===== src/rtl/core/keyed_top_k_board_defines.svh =====
// Assertion macros used by the leaderboard top level.
// Depends on a clock named clk_i and an active-low reset named rst_ni in scope.
`ifndef KEYED_TOP_K_BOARD_DEFINES_SVH
`define KEYED_TOP_K_BOARD_DEFINES_SVH

// The consequent holds in the same cycle as the antecedent.
`define KTB_ASSERT_NOW(lbl, ante, cons, msg) \
  lbl: assert property (@(posedge clk_i) disable iff (!rst_ni) (ante) |-> (cons)) \
    else $error(msg);

// The consequent holds in the cycle after the antecedent.
`define KTB_ASSERT_NEXT(lbl, ante, cons, msg) \
  lbl: assert property (@(posedge clk_i) disable iff (!rst_ni) (ante) |=> (cons)) \
    else $error(msg);

`endif


===== src/rtl/core/ktb_pkg.sv =====
// Shared types and codes for the keyed leaderboard.
// No dependencies; used by the board cell and the top level.
`timescale 1ns / 1ps

package ktb_pkg;

  typedef struct packed {
    logic [31:0] role;
    logic [31:0] user;
    logic [31:0] score;
  } entry_t;

  typedef struct packed {
    logic first_hit;
    logic blocked;
    logic at_ins;
    logic ge;
  } cell_stat_t;

  typedef struct packed {
    logic [2:0] kind;
    entry_t     ent;
  } result_t;

  localparam logic [1:0] OP_SUBMIT = 2'd0;
  localparam logic [1:0] OP_LOAD   = 2'd1;
  localparam logic [1:0] OP_DELETE = 2'd2;
  localparam logic [1:0] OP_READ   = 2'd3;

  localparam logic [2:0] KIND_FIRST   = 3'd0;
  localparam logic [2:0] KIND_EVICT   = 3'd1;
  localparam logic [2:0] KIND_TAKEN   = 3'd2;
  localparam logic [2:0] KIND_REFRESH = 3'd3;
  localparam logic [2:0] KIND_ENTRY   = 3'd4;
  localparam logic [2:0] KIND_EMPTY   = 3'd5;

  localparam logic [1:0] MODE_HOLD   = 2'd0;
  localparam logic [1:0] MODE_REMOVE = 2'd1;
  localparam logic [1:0] MODE_INSERT = 2'd2;

endpackage


===== src/rtl/core/ktb_cell.sv =====
// One board position: holds an entry and shifts with its neighbors.
// Depends on ktb_pkg.
`timescale 1ns / 1ps

module ktb_cell (
  input  logic                clk_i,
  input  logic [1:0]          mode_i,
  input  logic                valid_i,
  input  ktb_pkg::entry_t     key_i,
  input  ktb_pkg::entry_t     left_i,
  input  ktb_pkg::entry_t     right_i,
  input  logic                hit_i,
  input  logic                ins_i,
  output ktb_pkg::entry_t     entry_o,
  output logic                hit_o,
  output logic                ins_o,
  output ktb_pkg::cell_stat_t stat_o
);

  ktb_pkg::entry_t entry_q, entry_d;
  logic match, ge, sel;

  assign match = valid_i && (entry_q.role == key_i.role);
  assign ge    = valid_i && (key_i.score >= entry_q.score);
  assign sel   = valid_i ? ge : 1'b1;
  assign hit_o = hit_i | match;
  assign ins_o = ins_i | sel;

  assign stat_o.first_hit = match && !hit_i;
  assign stat_o.blocked   = match && !hit_i && (key_i.score < entry_q.score);
  assign stat_o.at_ins    = sel && !ins_i;
  assign stat_o.ge        = ge;
  assign entry_o          = entry_q;

  always_comb begin
    entry_d = entry_q;
    case (mode_i)
      ktb_pkg::MODE_REMOVE: begin
        if (hit_o) entry_d = right_i;
      end
      ktb_pkg::MODE_INSERT: begin
        if (ins_i) entry_d = left_i;
        else if (sel) entry_d = key_i;
      end
      default: entry_d = entry_q;
    endcase
  end

  always_ff @(posedge clk_i) begin
    entry_q <= entry_d;
  end

endmodule


===== config.mk =====
export PLATFORM = sky130hd
export DESIGN_NAME = ktb_cell
export DESIGN_NICKNAME = d
export VERILOG_FILES = /design/src/rtl/core/keyed_top_k_board_defines.svh /design/src/rtl/core/ktb_pkg.sv /design/src/rtl/core/ktb_cell.sv
export SDC_FILE = /design/constraint.sdc
export NUM_CORES = 1
export LEC_CHECK = 0
export BUFFER_PORTS_ARGS = -buffer_cell sky130_fd_sc_hd__buf_2
export CAP_MARGIN = 15
export CORE_AREA = 2 2 153 155
export CTS_BUF_LIST = sky130_fd_sc_hd__clkbuf_8
export DETAILED_ROUTE_END_ITERATION = 10
export DIE_AREA = 0 0 155 157
export GPL_TIMING_DRIVEN = 0
export PLACE_DENSITY_LB_ADDON = 0.3
export SLEW_MARGIN = 20
export SYNTH_ARGS = -nofsm -noshare
export SYNTH_HDL_FRONTEND = slang
export SYNTH_SLANG_ARGS = --single-unit

===== constraint.sdc =====
create_clock -name clk_i -period 8.6 [get_ports clk_i]
set_clock_uncertainty 0.2 [all_clocks]
set_input_delay 0.86 -clock clk_i [delete_from_list [all_inputs] [get_ports clk_i]]
set_output_delay 0.86 -clock clk_i [all_outputs]
set_load 0.05 [all_outputs]

# Word-level counts from Yosys, hierarchy flattened
# Cells that the tools add are included.
# word_totals
ff_bits,96
output_inout_bits,102
# classes
n_bitwise,2
n_mux,5
reduce_logical,9
order_cmp,2
eq_ne,5
# op_table
operator,count
96-bit two-way mux,3
96-bit one-hot mux with 2 select lines,1
32-bit equality test,1
32-bit >= comparator,1
32-bit less-than comparator,1
1-bit logical AND,5
"3-bit != test, second input constant",1
3-bit AND reduction,1
"2-bit by 1-bit equality test with 1-bit output, second input constant",1
"2-bit equality test, second input constant",1
1-bit logical NOT,2
"2-bit != test, second input constant",1
1-bit OR,2
2-bit nonzero test,1
1-bit two-way mux,1

# Longest topological paths before layout
# Gate-level depths: netlist (run 1).
# depth
depth_word,6
ltp_mapped,8

# Worst setup path before layout (run 1)
# OpenSTA, ideal clock, no wires.
# synth_timing
path_type,in2reg
from,input key_i[78] (netlist bit)
to,register entry_q (netlist bit entry_o[0]) (enable)
arrival_time_ps,6473
setup_time_ps,591
path_slack_ps,1336
path_stages,5
cell_sequence,xnor2_1 > nand4_1 > nor4_1 > a31oi_1 > o221ai_1
# synth_via
elab_chain_len,5
# synth_rtl
item,line_no,text
"start, declared",ktb_cell.sv:9,"input ktb_pkg::entry_t key_i,"
32-bit equality test,ktb_cell.sv:23,assign match = valid_i && (entry_q.role == key_i.role);
1-bit logical AND,ktb_cell.sv:23,
1-bit OR,ktb_cell.sv:26,assign hit_o = hit_i | match;
2-bit != test (no line),-,
3-bit AND reduction (no line),-,
"end signal, assigned",ktb_cell.sv:50,entry_q <= entry_d;
"end, declared",ktb_cell.sv:20,"ktb_pkg::entry_t entry_q, entry_d;"
# Every way passes these cells.
# A chain may end at the register's enable or synchronous reset.

# Final worst setup path (run 1)
# layout_timing
from,input key_i[15] (netlist bit)
to,output stat_o[0] (netlist bit)
# layout_via
elab_chain_len,2
# layout_rtl
item,line_no,text
32-bit >= comparator,ktb_cell.sv:24,assign ge = valid_i && (key_i.score >= entry_q.score);
1-bit logical AND,ktb_cell.sv:24,
"end, declared",ktb_cell.sv:17,output ktb_pkg::cell_stat_t stat_o
# Every way passes these cells.

==> results of run 1 <==
metrics by stage:
stage               TNS [ps]  utilization  instance area (um2)
floorplan                  0            -                 6098
detailed placement         0       0.3814                 8582
global placement     -212830       0.3745                 8427
finish                     0       0.3904                 8785
global route               0       0.3903                 8782
CTS                        0       0.3903                 8782
layer usage:
layer | GRT usage | wire (um) | vias to the layer above
li1 | - | - | 2958
met1 | 0.2276 | 9884 | 2742
met2 | 0.3230 | 11560 | 254
met3 | 0.03910 | 1446 | 24
met4 | 0.05291 | 403 | 2
met5 | 0 | 11 | -
power by group through the flow:
stage / Sequential (mW) / Clock [mW] / Combinational, mW
floorplan: 0.710 / 0 / 0.136
global placement: 0.599 / 0 / 0.405
detailed placement: 0.588 / 0 / 0.422
CTS: 0.577 / 0.340 / 0.423
global route: 0.582 / 0.349 / 0.453
finish: 0.577 / 0.324 / 0.417
worst max-delay path by stage:
stage / from / to / slack (ps) / cells after the start
6_report: key_i[15] / stat_o[0] / 4530 / 9
5_1_grt: key_i[88] / stat_o[2] / 4130 / 7
4_1_cts: key_i[88] / stat_o[2] / 4390 / 7
3_5_place_dp: key_i[88] / stat_o[2] / 4410 / 7
3_3_place_gp: key_i[78] / entry_o[56] / -2230 / 6
2_1_floorplan: key_i[78] / entry_o[0] / 1340 / 5
worst register-to-register path, stage by stage, from the launching register on:
cell and delay (ps):
edfxtp_1 440, xnor2_1 190, nand4_1 160, nor4_1 710, a31oi_1 290, o221ai_4 520
buf_16 220, buf_16 190, buf_16 190
area by class of cell:
cell class,count,share of cell area
clock buffers,9,0.01410
diodes,1,0.0002849
multi-input cells,430,0.3381
well taps,285,0.04059
flip-flops and latches,96,0.3282
repair buffers,399,0.2401
clock inverters,7,0.008688
plain buffers,33,0.01538
inverters,34,0.01453
Yosys cell counts:
| cell | count | share of area |
|---|---|---|
| nor4b_1 | 1 | 0.0014 |
| ha_1 | 32 | 0.066 |
| o221ai_1 | 1 | 0.0014 |
| nor2_1 | 5 | 0.0031 |
| o21ai_0 | 99 | 0.081 |
| clkbuf_1 | 23 | 0.014 |
| buf_2 | 6 | 0.0049 |
| a22o_1 | 1 | 0.0014 |
| o21bai_1 | 1 | 0.0012 |
| edfxtp_1 | 96 | 0.47 |
| nor3_1 | 3 | 0.0025 |
| nand4_2 | 1 | 0.0021 |
| o21ai_1 | 2 | 0.0016 |
| o2bb2ai_1 | 1 | 0.0014 |
| o211ai_1 | 1 | 0.0012 |
| o21a_1 | 2 | 0.0025 |
| a21oi_2 | 1 | 0.0014 |
| o41ai_1 | 2 | 0.0029 |
| inv_1 | 34 | 0.021 |
| buf_1 | 3 | 0.0018 |
| or4_4 | 1 | 0.0018 |
| o31ai_1 | 1 | 0.0012 |
| nand2b_1 | 2 | 0.0021 |
| nor4_2 | 1 | 0.0021 |
| xor2_1 | 1 | 0.0014 |
| nor2b_1 | 2 | 0.0021 |
| buf_4 | 1 | 0.0012 |
| a41oi_2 | 1 | 0.0027 |
| or2_1 | 1 | 0.0010 |
| xnor2_1 | 31 | 0.045 |
| mux2i_1 | 96 | 0.16 |
| nand3_1 | 2 | 0.0016 |
| a31oi_1 | 2 | 0.0021 |
| a21oi_1 | 15 | 0.012 |
| nor4_1 | 2 | 0.0021 |
| nand2_1 | 106 | 0.065 |
| nand4_1 | 13 | 0.013 |
cells by family after synthesis:
logic type	Yosys count
AO/OA/AOI/OAI	130
multiplexers	96
AND/OR/NAND/NOR	140
XOR/XNOR	32
buffers and inverters	67
adder cells (fa/ha/maj)	32
flip-flops	96
==> results.md, run 1 <==
* Maximum vdd drop at 0.06186 mV
* Post-Synth XOR/XNOR Area at 0.04596
* Total clock sinks at 96
* Yosys cell types at 37
* Most used cell, CP: buf_2
* Clock network power share at 0.246
* Synth Area in Simple Gates at 0.1003
* Largest register FFs at 96
* Mapped cell area at 0.006098 mm2
* GRT Total Usage at 0.1838
* Worst Reg-to-Reg Cells at 8
* Worst Hold Depth at 3
* Cts hold-fix bufs at 0
* RSZ-0062 raised after global routing: no
* Switching power at 472.7 uW
* Initial DRC count at 255
* CP delay by family, top: simple AND/OR/NAND/NOR gates
* Initial antenna violation count at 4
* DRC at 0
* Reg2reg start: entry_o[93]
* Static Leak at 4.284 nW
* Sequential group share of total power at 0.438
* #FFs+latches synth at 96
* Yosys warns at 0
* Count of final hold-check violations at 0
* Most common cell after layout, fill and taps aside: buf_2
* Outcome: completed
* Hold_sp: right_i[89]
* Sequential Area at 0.002883 mm2
* Vias in the first global route at 5842
* End of the worst register-to-register path: entry_o[56]
* DP Cell Count at 1277
* Worst min-delay path category: input pin to flop
* DR pass1 iterations at 6
* WP data required at 7540 ps
* Worst path max stage delay at 570 ps
* Worst path slowest cell: or4_4
* CTS Buf Count at 9
* Footprint of the multi-input gates at 0.002970 mm2
* Reg2Reg Setup Slack at 5180 ps
* Post-CTS Setup Bufs at 0
* Synth Area in Adders at 0.06565
* CTS tree: yes
* Total power at 1.319 mW
* Fin crit share at 0.4735
* Multiplexer area fraction after synthesis at 0.1576
* Max-cap violations at 0
* Worst Path Buf+Inv at 3
* Post-synthesis compound-gate area fraction at 0.1147
* F_max at 245.6 MHz
* Layout cells sized above 1 at 0.4246
* Cts repair resizes at 0
* Final Wtd Congestion at 0.8316
* Syn Area/Cell at 10.28 um2
* PD cells at 150.1 mW/mm2
* Combinational power share at 0.316
* Cells along the critical path: buf_2 > ha_1 > nand4_2 > or4_4 > nor2_1 > nand2_1 > a31oi_1 > buf_4 > buf_2
* Hold slack at 523.6 ps
* Final WL at 23310 um
* Critical Path Source Type: input pin
* Via count at 5980
* WS Path Type: input pin to output port
* Commonest non-fill, non-tap cells in the layout: buf_2, nand2_1, o21ai_0
* Core ar. at 0.02250 mm2
* H-tree levels at 3
* Post-route ant nets at 0
* Internal at 846.1 uW
* Fin worst setup slack at 4528 ps
* P&R area growth vs syn at 44.05%
* Final count of negative-setup-slack endpoints at 0
* Largest family of logic cells by synthesized area: multiplexers
* Die Wd at 155 um
* Via/cell ratio at 4.621
* Min Tclk post-route at 4072 ps
* Pins Over Slew Limit at 0
* Die height at 157 um
* Largest net degree at the start of global routing at 21
* GRT overflow at 0
* CTS clk-pin slew, worst paths at 120 ps
* Starting Density at 0.2710
* # rows at 55
* DIE AREA at 0.02434 mm2
* Slew HR at 0.4676
* Hold Path End: entry_o[89]
* Port buffer count at 394
* # fillers at 2335
* Worst EP arrival at 3010 ps
* Switching Share at 0.3584
* Worst slew pin tran at 798.6 ps
* First-pass GRT wire length at 33820 um
* Worst skew pair latency at 400 ps
* Sequential area share after synthesis at 0.4727
* Place WS at 4405 ps
* CTS root buffer: clkbuf_8
* IO Count at 396
* Non-filler cells, final at 1294
* Post-DP HPWL at 19340 um
* Max Buffers Root-to-Sink at 2
* Syn nets at 919
* Gate Count Post-Synth at 593
* Critical Path Fanout Max at 3
* Routed len/inst at 18.02 um
* Crit. End Element: output port
* # nets final at 1329
No activity file was read; power rests on OpenSTA's default activity.
==> inputs of run 2 (changes only) <==
Settings changed: CORE_AREA 2 2 153 155 to 2 2 155 157, DIE_AREA 0 0 155 157 to 0 0 157 159.
Clock period 8.6 ns to 3.4 ns, I/O delays scaled along.
==> results.md, run 2 (synthesized netlist as in run 1, its figures left out) <==
* # rows at 56 (+1.8%)
* Most common cell after layout, fill and taps aside: buf_2
* Initial DRC count at 236 (-7.5%)
* Final TNS setup at 0 ps (unchanged)
* Count of final hold-check violations at 0 (unchanged)
* Post-CTS Setup Bufs at 0 (unchanged)
* Largest net degree at the start of global routing at 24 (+14%)
* GRT overflow at 0 (unchanged)
* Final WL at 22660 um (-2.8%)
* DIE AREA at 0.02496 mm2 (+2.6%)
* Crit. End Element: output port
* Port buffer count at 394 (unchanged)
* IO Count at 396 (unchanged)
* Maximum vdd drop at 0.2038 mV (+230%)
* H-tree levels at 3 (unchanged)
* DR top layer: met4
* Initial antenna violation count at 1 (-3)
* Met2 wire len at 11230 um (-2.9%)
* Worst EP arrival at 2670 ps (-340 ps)
* CTS Buf Count at 9 (unchanged)
* Static Leak at 4.353 nW (+1.6%)
* CTS root buffer: clkbuf_8
* Total clock sinks at 96 (unchanged)
* Outcome: completed
* Fin worst setup slack at 194.7 ps (-4334 ps)
* Via/cell ratio at 4.471 (-3.3%)
* DP Cell Count at 1311 (+2.7%)
* Pins Over Slew Limit at 0 (unchanged)
* Total power at 3.320 mW (+150%)
* Place WS at -168.8 ps (-4574 ps)
* Hold slack at 36.23 ps (-487.4 ps)
* DRC at 0 (unchanged)
* Routed len/inst at 16.89 um (-6.3%)
* Die Wd at 157 um (+1.3%)
* PD cells at 368.4 mW/mm2 (+150%)
* Worst min-delay path category: input pin to flop
* # nets final at 1344 (+1.1%)
* Commonest non-fill, non-tap cells in the layout: buf_2, nand2_1, o21ai_0
* Metal-1 WL at 9189 um (-7.0%)
* GRT Total Usage at 0.1764 (-0.007423)
* Fin crit share at 0.9427
* Core ar. at 0.02319 mm2 (+3.1%)
* Vias in the first global route at 5945 (+1.8%)
* Final std cell area, no fill at 0.009011 mm2 (+2.6%)
* Final Wtd Congestion at 0.7945 (-4.5%)
* WS Path Type: flop to output port
* Met3 routed WL at 1761 um (+22%)
* Final count of negative-setup-slack endpoints at 0 (unchanged)
* Non-filler cells, final at 1342 (+3.7%)
* Worst skew pair latency at 380 ps (-20 ps)
* CTS tree: yes
* Critical Path Fanout Max at 3 (unchanged)
* F_max at 312.0 MHz
* WP data required at 2860 ps (-4680 ps)
* Max Buffers Root-to-Sink at 2 (unchanged)
* Layout cells sized above 1 at 0.4237 (-0.0009241)
* Die height at 159 um (+1.3%)
* Largest register FFs at 96 (unchanged)
* Via count at 6000 (+0.33%)
* Max-cap violations at 0 (unchanged)
* Min Tclk post-route at 3205 ps
* Cell Area, Placed at 0.008650 mm2 (+0.79%)
* CTS clk-pin slew, worst paths at 110 ps (about the same)
* Final core utilization at 0.3885 (-0.001840)
* Post-route ant nets at 0 (unchanged)
* Post-DP HPWL at 18630 um (-3.6%)
* DR pass1 iterations at 6 (unchanged)
* RSZ-0062 raised after global routing: no
* Slew HR at 0.3702 (-0.09740)
* P&R area growth vs syn at 47.76%
* Starting Density at 0.2629 (-0.008056)
* Worst slew pin tran at 944.7 ps (+146.1 ps)
* Critical Path Source Type: flop
* First-pass GRT wire length at 33230 um (-1.8%)
[run 2: per-layer routing]
layer | vias to the layer above | global-route usage
met3 | 24 | 0.04600
met1 | 2712 | 0.2080
li1 | 2992 | -
met5 | - | 0
met4 | 0 | 0.05505
met2 | 272 | 0.3108
[run 2: where the power goes]
part	switching, mW	total, mW	leakage (nW)	internal (mW)
Clock	0.446	0.790	0.102	0.344
Sequential	0.0397	1.46	0.917	1.42
Combinational	0.684	1.07	3.33	0.387
[run 2: timing repair]
action                     4_1_cts  5_1_grt
cloned                           0        0
hold buffers                    15        0
resized for setup                1        3
setup endpoints to repair       24       10
hold endpoints to repair        15        0
[run 2: cell type report]
type | count | area, um2
fillers | 2345 | 14180
multi-input cells | 430 | 3009
flip-flops and latches | 96 | 2883
repair buffers | 414 | 2262
well taps | 319 | 399.1
plain buffers | 33 | 135.1
inverters | 34 | 127.6
clock buffers | 9 | 123.9
clock inverters | 6 | 68.82
diodes | 1 | 2.502
[run 2: final timing paths]
path / start / end / slack [ps] / depth (start not counted)
worst max register to register: entry_o[93] / entry_o[68] / 320 / 8
worst min register to register: entry_o[15] / entry_o[12] / 1060 / 6
worst max-delay path: entry_o[13] / stat_o[0] / 190 / 9
worst min-delay path: right_i[85] / entry_o[85] / 40 / 3
[run 2: worst max-delay path, cell delays in order (launching register included)]
cell,delay (ps)
edfxtp_1,350
inv_1,40
ha_1,300
nand4_2,150
or4_4,570
a21oi_2,190
o31ai_1,140
a31oi_1,210
buf_4,130
clkbuf_4,210
==> inputs of run 3 (changes only) <==
Settings changed: ABC_AREA from default to 1, CORE_AREA 2 2 155 157 to 2 2 152 154, DIE_AREA 0 0 157 159 to 0 0 154 156, GPL_TIMING_DRIVEN 0 to default.
==> results.md, run 3 <==
* Sequential area share after synthesis at 0.4665 (-0.006221)
* Footprint of the multi-input gates at 0.002868 mm2 (-4.7%)
* Pins Over Slew Limit at 0 (unchanged)
* Final WL at 22770 um (+0.45%)
* Post-DP HPWL at 17640 um (-5.3%)
* CTS clk-pin slew, worst paths at 100 ps (about the same)
* Final core utilization at 0.3865 (-0.002024)
* Final TNS setup at 0 ps (unchanged)
* Static Leak at 4.241 nW (-2.6%)
* Worst skew pair latency at 380 ps (about the same)
* CTS root buffer: clkbuf_8
* Yosys warns at 0 (unchanged)
* Syn nets at 1098 (+19%)
* End of the worst register-to-register path: entry_o[46]
* Synth Flop Type: edfxtp_1
* Critical Path Fanout Max at 3 (unchanged)
* GRT Total Usage at 0.1815 (+0.005126)
* Final count of negative-setup-slack endpoints at 0 (unchanged)
* Post-CTS Setup Bufs at 0 (unchanged)
* Max-cap violations at 0 (unchanged)
* RSZ-0062 raised after global routing: no
* Largest register FFs at 96 (unchanged)
* Outcome: completed
* DP Cell Count at 1420 (+8.3%)
* Worst Reg-to-Reg Cells at 11 (+3)
* Total power at 3.251 mW (-2.1%)
* Mapped cell area at 0.006180 mm2 (+1.3%)
* WS Path Type: flop to output port
* Post-synth top cells: a21oi_1, nand2_1, nor2_1
* Cts repair resizes at 0 (-1)
* Worst min-delay path category: input pin to flop
* Count of final hold-check violations at 0 (unchanged)
* Worst Hold Depth at 3 (unchanged)
* Critical Path Source Type: flop
* # rows at 55 (-1.8%)
* PD cells at 376.1 mW/mm2 (+2.1%)
* Via/cell ratio at 4.653 (+4.1%)
* Ys async rst share at 0 (unchanged)
* Synth Area in Adders at 0.06479 (-0.0008640)
* Initial DRC count at 396 (+68%)
* Syn Area/Cell at 8.005 um2 (-22%)
* Post-synthesis compound-gate area fraction at 0.1863 (+0.07158)
* Synth top area cells: edfxtp_1, a21oi_1, nand2_1, nor2_1, ha_1
* CTS Buf Count at 9 (unchanged)
* Commonest non-fill, non-tap cells in the layout: buf_2, a21oi_1, nand2_1
* DR pass1 iterations at 5 (-1)
* Crit. End Element: output port
* Cts hold-fix bufs at 0 (-15)
* Die height at 156 um (-1.9%)
* Diode count at 0 (-1)
* DIE AREA at 0.02402 mm2 (-3.8%)
* Gate Count Post-Synth at 772 (+30%)
* IO Count at 396 (unchanged)
* F_max at 339.4 MHz (+8.8%)
* Fin crit share at 0.8666 (-0.07612)
* Max Buffers Root-to-Sink at 2 (unchanged)
* Final Wtd Congestion at 0.8578 (+8.0%)
* # nets final at 1472 (+9.5%)
* Largest family of logic cells by synthesized area: simple AND/OR/NAND/NOR gates
* # fillers at 2391 (+2.0%)
* Layout cells sized above 1 at 0.3751 (-0.04857)
* Worst EP arrival at 2410 ps (-260 ps)
* WP data required at 2860 ps (about the same)
* DRC at 0 (unchanged)
* Cell taking the most area after synthesis: edfxtp_1
* First-pass GRT wire length at 34100 um (+2.6%)
* Reg2Reg Setup Slack at 590 ps (+270 ps)
* Post-route ant nets at 0 (unchanged)
* Yosys top cell area share at 0.4665 (-0.006221)
* Multiplexer area fraction after synthesis at 0 (-0.1576)
* EDFF count, synth at 96 (unchanged)
* Maximum vdd drop at 0.1501 mV (-26%)
* CTS tree: yes
* Port buffer count at 395 (+0.25%)
* Most common cell after layout, fill and taps aside: buf_2
* Core ar. at 0.02237 mm2 (-3.6%)
* Min Tclk post-route at 2947 ps (-258.8 ps)
* Post-Synth XOR/XNOR Area at 0.01984 (-0.02612)
* Hold_sp: right_i[45]
* Worst slew pin tran at 716.9 ps (-227.8 ps)
* #FFs+latches synth at 96 (unchanged)
* Initial antenna violation count at 0 (-1)
* Most common cell in the synthesized netlist: a21oi_1
* Slew HR at 0.5220 (+0.1519)
* Yosys cell types at 32 (-14%)
* Starting Density at 0.2763 (+0.01336)
* Synth Area in Simple Gates at 0.1911 (+0.09080)
* Largest net degree at the start of global routing at 82 (+240%)
* Sequential Area at 0.002883 mm2 (unchanged)
* Die Wd at 154 um (-1.9%)
* Via count at 6673 (+11%)
* Reg2reg start: entry_o[31]
* Routed len/inst at 15.88 um (-6.0%)
* Non-filler cells, final at 1434 (+6.9%)
* GRT overflow at 0 (unchanged)
* P&R area growth vs syn at 39.89%
* Vias in the first global route at 6450 (+8.5%)
* Hold Path End: entry_o[45]
* H-tree levels at 3 (unchanged)
* Total clock sinks at 96 (unchanged)
==> run 3: changes by cell type in the layout (fill, tap and decap cells not counted), moves of 23 or more <==
| cell | delta |
|---|---|
| mux2i_1 | -96 |
| a21oi_1 | +189 |
| o21ai_0 | -95 |
| inv_1 | +30 |
| nand2_1 | +54 |
| clkbuf_1 | -23 |
| nor2_1 | +112 |
==> run 3: worst max path at each step <==
stage,from,to,slack [ps],cells after the start
floorplan,entry_o[27],stat_o[2],260,9
global placement,key_i[31],entry_o[46],590,11
detailed placement,key_i[31],entry_o[46],550,11
CTS,entry_o[31],stat_o[1],450,11
global route,entry_o[31],stat_o[1],270,11
finish,entry_o[31],stat_o[1],450,11
==> run 3: cells by family (layout without fill, tap and decap cells) <==
logic type | Yosys count | in the layout
AND/OR/NAND/NOR | 298 | 298
AO/OA/AOI/OAI | 224 | 224
buffers and inverters | 108 | 485
flip-flops | 96 | 96
adder cells (fa/ha/maj) | 32 | 32
XOR/XNOR | 14 | 14
==> run 3: power breakdown <==
part	leakage, nW	switching, mW	internal [mW]
sequential	0.904	0.0393	1.42
clock	0.0876	0.424	0.334
combinational	3.25	0.702	0.334
==> run 3: routing by layer <==
layer	GRT usage	vias up	share of wire
met5	0	-	0
met4	0.07343	0	0.025
met3	0.03417	29	0.063
met2	0.3222	288	0.51
met1	0.2166	3005	0.40
li1	-	3351	-
==> run 3: worst max-delay path, stage by stage (launching register included) <==
cell,delay (ps)
edfxtp_1,360
inv_1,50
ha_1,280
nand2_1,70
nor2_1,160
nand4_1,170
nor2_1,280
nand2_1,160
nand4_2,120
nand2_1,60
inv_1,60
buf_2,260
==> run 3: metrics by stage <==
stage          hold slack, ps  cell area [um2]  setup slack [ps]
6_report                83.03             8645             453.5
5_1_grt                 71.31             8645             269.6
4_1_cts                 43.52             8645             450.5
3_5_place_dp            464.2             8462             549.4
3_3_place_gp            461.5             8462             592.1
2_1_floorplan           369.9             6187             257.3
==> run 3: final cells by class <==
cell class,count,area share
multi-input combinational,568,0.3317
tap,285,0.04125
inverter,66,0.02895
clock buffer,9,0.01433
clock inverter,5,0.006803
sequential,96,0.3335
timing repair buffer,405,0.2435
